**src/rtl/b10k_pkg.sv**
```systemverilog
// Shared types and constants for the base-10000 dot product block.
`default_nettype none
package b10k_pkg;

	typedef logic [13:0] digit_t;
	typedef logic [15:0] high_t;
	typedef logic [27:0] prod_t;
	typedef logic [31:0] acc_t;
	typedef logic [15:0] wrap_t;
	typedef logic [18:0] quo4_t;
	typedef logic [4:0]  quo8_t;

	localparam acc_t  ACC_LIMIT     = 32'd3000000000;
	localparam digit_t RADIX        = 14'd10000;
	localparam quo8_t HIGH_PER_WRAP = 5'd30;

	// floor(a / 10000) = (a * RECIP_Q4) >> Q4_SHIFT for any 32-bit a.
	localparam logic [31:0] RECIP_Q4 = 32'hD1B71759;
	localparam int          Q4_SHIFT = 45;

	// floor(n / 10000) = (n * RECIP_Q8) >> Q8_SHIFT for n below 300000.
	localparam logic [18:0] RECIP_Q8 = 19'd429497;
	localparam int          Q8_SHIFT = 32;

endpackage
`default_nettype wire

```
**src/rtl/base10000_dot_product.sv**
```systemverilog
// Streaming dot product of base-10000 digit vectors with a three-digit result.
//
// Each request carries one digit pair; while in_stall is low the block takes one request
// per clock cycle, multiplies the pair in the first stage and adds it into a running sum
// that is kept below 3000000000 by a wrap counter. The request marked last_term closes
// the vector: its total is split into three base-10000 digits over three further stages,
// and the result passes through s2, s3, s4 and the output register. The accumulate stage,
// a 32-bit add with one compare and subtract, is the loop that bounds the clock rate. A
// waiting result only holds the stages behind it, so pairs of the next vector keep flowing
// in; the input stalls only once four finished results wait in s2 and the split stages
// and the last pair of a fifth vector has reached the accumulate stage.
`default_nettype none
module base10000_dot_product (
	input  wire            clk,
	input  wire            arst_n,
	input  wire            in_valid,
	output logic           in_stall,
	input  wire b10k_pkg::digit_t x_digit,
	input  wire b10k_pkg::digit_t y_digit,
	input  wire            last_term,
	output logic           out_valid,
	input  wire            out_stall,
	output b10k_pkg::digit_t digit_low,
	output b10k_pkg::digit_t digit_mid,
	output b10k_pkg::high_t  digit_high
);
	import b10k_pkg::*;

	logic   vld_s1, vld_s2, vld_s3, vld_s4, out_valid_q;
	logic   adv1, adv2, adv3, adv4, adv5, take1;
	prod_t  prod_s1;
	logic   last_s1;
	acc_t   acc_q;
	wrap_t  wrap_q;
	acc_t   sum;
	logic [32:0] diff;
	acc_t   acc_next;
	wrap_t  wrap_next;
	acc_t   acc_s2;
	wrap_t  wrap_s2;
	logic [63:0] q4_prod;
	quo4_t  q4_s3;
	digit_t acclo_s3;
	wrap_t  wrap_s3;
	logic [32:0] q4_scaled;
	logic [37:0] q8_prod;
	digit_t low_s4;
	digit_t q4lo_s4;
	quo8_t  q8_s4;
	wrap_t  wrap_s4;
	logic [18:0] q8_scaled;
	logic [20:0] wrap_scaled;
	digit_t digit_low_q, digit_mid_q;
	high_t  digit_high_q;

	assign adv5  = !out_valid_q || !out_stall;
	assign adv4  = !vld_s4 || adv5;
	assign adv3  = !vld_s3 || adv4;
	assign adv2  = !vld_s2 || adv3;
	assign take1 = vld_s1 && (!last_s1 || adv2);
	assign adv1  = !vld_s1 || take1;
	assign in_stall = !adv1;

	assign sum  = acc_q + 32'(prod_s1);
	assign diff = {1'b0, sum} - {1'b0, ACC_LIMIT};

	always_comb begin
		if (!diff[32]) begin
			acc_next  = diff[31:0];
			wrap_next = wrap_q + 16'd1;
		end else begin
			acc_next  = sum;
			wrap_next = wrap_q;
		end
	end

	assign q4_prod     = 64'(acc_s2) * 64'(RECIP_Q4);
	assign q4_scaled   = 33'(q4_s3) * 33'(RADIX);
	assign q8_prod     = 38'(q4_s3) * 38'(RECIP_Q8);
	assign q8_scaled   = 19'(q8_s4) * 19'(RADIX);
	assign wrap_scaled = 21'(wrap_s4) * 21'(HIGH_PER_WRAP);

	always_ff @(posedge clk or negedge arst_n) begin
		if (!arst_n) begin
			vld_s1      <= 1'b0;
			vld_s2      <= 1'b0;
			vld_s3      <= 1'b0;
			vld_s4      <= 1'b0;
			out_valid_q <= 1'b0;
			acc_q       <= '0;
			wrap_q      <= '0;
		end else begin
			if (adv1) vld_s1 <= in_valid;
			if (take1) begin
				if (last_s1) begin
					acc_q  <= '0;
					wrap_q <= '0;
				end else begin
					acc_q  <= acc_next;
					wrap_q <= wrap_next;
				end
			end
			if (adv2) vld_s2 <= take1 && last_s1;
			if (adv3) vld_s3 <= vld_s2;
			if (adv4) vld_s4 <= vld_s3;
			if (adv5) out_valid_q <= vld_s4;
		end
	end

	always_ff @(posedge clk) begin
		if (adv1 && in_valid) begin
			prod_s1 <= 28'(x_digit) * 28'(y_digit);
			last_s1 <= last_term;
		end
		if (adv2) begin
			acc_s2  <= acc_next;
			wrap_s2 <= wrap_next;
		end
		if (adv3) begin
			q4_s3    <= q4_prod[Q4_SHIFT+18:Q4_SHIFT];
			acclo_s3 <= acc_s2[13:0];
			wrap_s3  <= wrap_s2;
		end
		if (adv4) begin
			low_s4  <= acclo_s3 - q4_scaled[13:0];
			q4lo_s4 <= q4_s3[13:0];
			q8_s4   <= q8_prod[Q8_SHIFT+4:Q8_SHIFT];
			wrap_s4 <= wrap_s3;
		end
		if (adv5 && vld_s4) begin
			digit_low_q  <= low_s4;
			digit_mid_q  <= q4lo_s4 - q8_scaled[13:0];
			digit_high_q <= wrap_scaled[15:0] + 16'(q8_s4);
		end
	end

	assign out_valid  = out_valid_q;
	assign digit_low  = digit_low_q;
	assign digit_mid  = digit_mid_q;
	assign digit_high = digit_high_q;

`ifndef SYNTH
	// The running sum never reaches the wrap limit.
	a_acc_below_limit: assert property (@(posedge clk) disable iff (!arst_n)
		acc_q < ACC_LIMIT)
		else $error("accumulator reached the wrap limit");

	// Closing a vector clears the running state.
	a_clear_on_last: assert property (@(posedge clk) disable iff (!arst_n)
		take1 && last_s1 |=> acc_q == '0 && wrap_q == '0)
		else $error("state not cleared after the last pair");

	// A new result only appears when the final split stage held one.
	a_out_from_s4: assert property (@(posedge clk) disable iff (!arst_n)
		$rose(out_valid) |-> $past(vld_s4))
		else $error("result without a finished split");

	// The low and middle digits are proper base-10000 digits.
	a_digit_range: assert property (@(posedge clk) disable iff (!arst_n)
		out_valid |-> digit_low < RADIX && digit_mid < RADIX)
		else $error("result digit out of range");

	// Input is only held back while a last pair waits for the split stages.
	a_stall_cause: assert property (@(posedge clk) disable iff (!arst_n)
		in_stall |-> vld_s1 && last_s1 && vld_s2)
		else $error("input stalled without a waiting result");
`endif

endmodule
`default_nettype wire
```
**config.mk**
```make
export PLATFORM = sky130hd
export DESIGN_NAME = base10000_dot_product
export DESIGN_NICKNAME = d
export VERILOG_FILES = /design/src/rtl/b10k_pkg.sv /design/src/rtl/base10000_dot_product.sv
export SDC_FILE = /design/constraint.sdc
export NUM_CORES = 2
export LEC_CHECK = 0
export ABC_AREA = 1
export BUFFER_PORTS_ARGS = -buffer_cell sky130_fd_sc_hd__buf_2
export CORE_AREA = 4 4 267 399
export CTS_CLUSTER_DIAMETER = 60
export DETAILED_ROUTE_END_ITERATION = 8
export DIE_AREA = 0 0 271 403
export PLACE_DENSITY = 0.65
export RECOVER_POWER = 100
export SLEW_MARGIN = 30
export SYNTH_ARGS = -nofsm -noshare
export SYNTH_HDL_FRONTEND = slang
export SYNTH_SLANG_ARGS = --single-unit
```
**constraint.sdc**
```tcl
create_clock -name clk -period 8.1 [get_ports clk]
set_input_delay 1.62 -clock clk [delete_from_list [all_inputs] [get_ports clk]]
set_output_delay 1.62 -clock clk [all_outputs]
set_load 0.03 [all_outputs]
```
======== Word level (Yosys, flattened, before mapping) ========
Index checks and enable logic that the tools add are counted.
operators by class
  $add $sub $neg .......................... 6
  mux-type cells .......................... 4
  reductions and logical operators ........ 18
  $mul .................................... 6
operators by type and width
  operator                                             number
  multiplier 32 x 32 -> 64 bit, second input constant  1
  2-to-1 mux 32 bit                                    2
  multiplier 19 x 19 -> 37 bit, second input constant  1
  subtractor 32 x 32 -> 33 bit, second input constant  1
  adder 32 x 28 -> 32 bit                              1
  2-to-1 mux 16 bit                                    2
  multiplier 14 x 14 -> 28 bit                         1
  subtractor 14 bit                                    2
  multiplier 19 x 10 -> 10 bit, second input constant  1
  adder 16 x 1 -> 16 bit, second input constant        1
  adder 16 x 5 -> 16 bit                               1
  multiplier 16 x 4 -> 15 bit, second input constant   1
  multiplier 5 x 10 -> 10 bit, second input constant   1
  zero test 1 bit                                      8
  logical OR 1 bit                                     6
  logical AND 1 bit                                    4
storage, ports and cells
  input port bits ......................... 33
  logic and storage cells ................. 55
  output and inout port bits .............. 46
  bits in registers ....................... 272

======== Depth between registers and ports, before layout ========
  word-level depth ........................ 9
  mapped depth ............................ 28
  gate-level depth less buffers ........... 27

======== Worst setup path after synthesis ========
No wires, ideal clock.
  path type ............................... input -> output
  from .................................... in out_stall
  to ...................................... out in_stall
  data required time ...................... 6.480 ns
  data arrival time ....................... 5.286 ns
  path slack .............................. 1.194 ns
  buffers on the path ..................... 0
  stages .................................. 8
  cell sequence ........................... nand2_1 -> nor2_1 -> inv_1 -> nor2_1 -> inv_1 -> nor2_1 -> inv_1 -> nor3_1
between the ends
  cells in the longest elaborated chain, start to end .. 9
RTL lines
  element             line                         RTL
  start: declaration  base10000_dot_product.sv:22  input wire out_stall,
  zero test 1 bit     base10000_dot_product.sv:56  assign adv5 = !out_valid_q || !out_stall;
  logical OR 1 bit    base10000_dot_product.sv:56
  logical OR 1 bit    base10000_dot_product.sv:57  assign adv4 = !vld_s4 || adv5;
  via adv4            base10000_dot_product.sv:30  logic adv1, adv2, adv3, adv4, adv5, take1;
  logical OR 1 bit    base10000_dot_product.sv:58  assign adv3 = !vld_s3 || adv4;
  via adv3            base10000_dot_product.sv:30
  logical OR 1 bit    base10000_dot_product.sv:59  assign adv2 = !vld_s2 || adv3;
  via adv2            base10000_dot_product.sv:30
  logical OR 1 bit    base10000_dot_product.sv:60  assign take1 = vld_s1 && (!last_s1 || adv2);
  logical AND 1 bit   base10000_dot_product.sv:60
  logical OR 1 bit    base10000_dot_product.sv:61  assign adv1 = !vld_s1 || take1;
  zero test 1 bit     base10000_dot_product.sv:62  assign in_stall = !adv1;
  end: declaration    base10000_dot_product.sv:17  output logic in_stall,
The timed path passes the listed nets, and every way through them passes these cells.

======== Worst setup path after layout ========
  from .................................... reg acc_s2[0]
  to ...................................... reg q4_s3[15], data pin
between the ends
  cells in the longest elaborated chain, start to end .. 1
RTL lines
  element                       line                          RTL
  start: declaration            base10000_dot_product.sv:39   acc_t acc_s2;
  start signal: assignment      base10000_dot_product.sv:116  acc_s2 <= acc_next;
  multiplier 32 x 32 -> 64 bit  base10000_dot_product.sv:77   assign q4_prod = 64'(acc_s2) * 64'(RECIP_Q4);
  via q4_prod[60]               base10000_dot_product.sv:41   logic [63:0] q4_prod;
  end signal: assignment        base10000_dot_product.sv:120  q4_s3 <= q4_prod[Q4_SHIFT+18:Q4_SHIFT];
  end: declaration              base10000_dot_product.sv:42   quo4_t q4_s3;
The timed path passes the listed nets, and every way through them passes these cells.
A chain may end at the register's enable or synchronous reset.

==> impl_metrics.json <==
{
  "status": "finished with violations",
  "violations": "max-capacitance violations, max-slew violations",
  "place_ws_ns": 0.6704,
  "hold_depth": 0,
  "synth_most_common_cell": "inv_1",
  "wl_per_cell_um": 19.53,
  "cts_buffer_depth": 3,
  "yosys-top-cells-area": "fa_1 32%, ha_1 19%, edfxtp_1 14%",
  "regArea_mm2": 0.007787,
  "synth_cells": 5028,
  "hold_end": "digit_low[1]",
  "fmax_ghz": 0.1332,
  "setup_viol": 0,
  "h-tree-depth": 2,
  "fp.dieH_um": 403,
  "gp_congestion": 1.035,
  "ant_nets": 0,
  "portBuffers": 78,
  "drt-pass1-iter-count": 5,
  "start_util_pct": 44.79,
  "endpoint_kind": "register",
  "rsz0062_at_grt": "no",
  "post-cts-setup-buffers": 0,
  "antenna_found_initial": 0,
  "cts_resized": 0,
  "yosys_most_used_dff": "edfxtp_1",
  "drv_slew": 350,
  "crit_fanout": 14,
  "dieArea_mm2": 0.1092,
  "finClkSkew_ns": 0.03629,
  "hp-start": "low_s4[1]",
  "synth_edf_count": 216,
  "arrival_ns": 7.86,
  "die_w_um": 271,
  "relSlewSlack_pct": -112.0,
  "fin_setup_tns_ns": 0,
  "row_count": 144,
  "ys_top_cells_by_count": "1306 x inv_1, 881 x nand2_1, 735 x fa_1",
  "n_antenna_cell": 0,
  "drc": 0,
  "clkLatencyLatePin_ns": 0.58,
  "vias": 33200,
  "placed_cells": 6475,
  "post-route-min-period_ns": 7.505,
  "syn_area_mm2": 0.04608,
  "cts_sinks": 268,
  "finalWorstSetupSlack_ns": 0.5948,
  "start_kind": "register",
  "drive_above_1_share_pct": 3.183,
  "cts_tree": "yes",
  "coreArea_mm2": 0.1029,
  "syn-num-nets": 6510,
  "tightestPinTransition_ns": 3.180,
  "nets": 6607,
  "multiInputGateArea_mm2": 0.03312,
  "wl_um": 127700,
  "clk_pin_slew_worst_paths_ns": 0.06,
  "ys_ff_latch": 268,
  "fillers": 9803,
  "final_cells": 6539,
  "synth_top_cell_by_area": "fa_1",
  "syn_to_final_growth_pct": 6.952,
  "grt_pass1_vias": 36930,
  "hpwl_um": 112100,
  "r2r_end": "q4_s3[15]",
  "netlist.area_leader.share_pct": 31.93,
  "r2r_cells": 24,
  "overflow": 0,
  "avgSynthCellArea_um2": 9.164,
  "post_synth_num_cell_types": 55,
  "numCtsBuffers": 35,
  "drv_cap": 7,
  "grt_max_degree": 71,
  "vias_per_cell": 5.078,
  "grt_usage_pct": 23.80,
  "cp.required_ns": 8.45,
  "synth_async_sr_flop_share_pct": 19.40,
  "grt_pass1_wl_um": 200300,
  "reg2reg_slack_ns": 0.59,
  "hp-class": "reg -> reg",
  "hold_buffers": 0,
  "ios": 79,
  "critPathKind": "reg -> reg",
  "hold_violations": 0,
  "seq_area_frac_synth_pct": 16.90,
  "root_buffer": "clkbuf_16",
  "synth_warnings": 0,
  "post-route-period-util_pct": 92.66,
  "r2r-start": "acc_s2[0]",
  "drt_iter0_markers": 1412
}
## state kept, by name (all words and copies together), names as in the netlist
signal,cells
q4lo_s4,14
prod_s1,28
acclo_s3,14
q4_s3,19
vld_s1,1
vld_s2,1
vld_s3,1
digit_low,14
q8_s4,5
wrap_s3,15
acc_s2,32
wrap_s4,15
digit_mid,14
wrap_s2,15
vld_s4,1
out_valid,1
last_s1,1
low_s4,14
wrap_q,15
digit_high,16
acc_q,32
## cells by family after synthesis
family	Yosys count	synth area share [%]
compound gates	424	5.238
simple gates	1344	11.93
flops	268	16.90
xor+xnor	177	3.397
fa+ha+maj	1449	51.32
buf+inv	1366	11.21
## cell usage in the layout, fill, tap and decap left out, drive strengths merged, types with 11 or more instances in the layout
master  count
nor3       38
clkbuf    100
o21bai     12
nand4      27
inv      1327
nor2      230
a31oi      11
dfrtp      52
a21oi     193
buf        43
nand3     123
clkinv     13
xnor2      60
fa        735
o21a       13
a21o       15
edfxtp    216
o21ai     131
ha        714
nand2     895
xor2      117
## how the worst max path moves through the flow
stage / startpoint / end / slack [ns] / depth (start not counted)
global route: acc_s2[0] / q4_s3[9] / 0.22 / 24
finish: acc_s2[0] / q4_s3[15] / 0.59 / 24
CTS: acc_s2[3] / q4_s3[15] / 0.72 / 23
global placement: acc_s2[3] / q4_s3[15] / 0.68 / 23
floorplan: out_stall / in_stall / 1.19 / 8
detailed placement: y_digit[2] / prod_s1[19] / 0.67 / 21
## critical path: stages, from the launching register on
cell and delay, ns:
edfxtp_1 0.32, clkbuf_1 0.93, ha_1 0.36, xor2_1 0.47, ha_1 0.25, nor2_1 0.06
fa_1 0.54, inv_1 0.10, fa_1 0.44, fa_1 0.44, fa_1 0.51, fa_1 0.53
inv_1 0.07, fa_1 0.48, inv_1 0.04, ha_1 0.30, a21oi_1 0.19, inv_1 0.06
a21oi_1 0.17, o21a_1 0.17, nor2_1 0.06, o21ai_0 0.16, nand3_1 0.11, a31oi_1 0.21
xor2_1 0.31
## per-layer routing
layer  wire length, um  up-vias  track usage [%]  share of wire, %
met5                 0        -                0                 0
met2             68080      829            45.72                53
met4             13320        0            19.39                10
met3              3702      476            2.470               2.9
li1                  -    15690                -                 -
met1             42630    16210            22.62                33
## stage by stage
step / util [%] / area [um2] / hold slack [ns]
floorplan: - / 46080 / 0.4003
global placement: 46.87 / 48220 / 0.4012
detailed placement: 46.87 / 48220 / 0.4045
CTS: 48.03 / 49410 / 0.4131
global route: 47.90 / 49280 / 0.4269
finish: 47.90 / 49280 / 0.4125
## final cells by class
cell class | instances | share of cell area [%]
Inverter | 1321 | 10.06
Timing Repair Buffer | 105 | 0.9877
Clock inverter | 26 | 0.5662
Tap cell | 1387 | 3.522
Sequential cell | 268 | 15.80
Clock buffer | 38 | 1.843
Multi-Input combinational cell | 3394 | 67.22
Power is left out: the tool's default activity adds up to more than one toggle a clock period on the data nets, which glitch-free logic cannot reach.
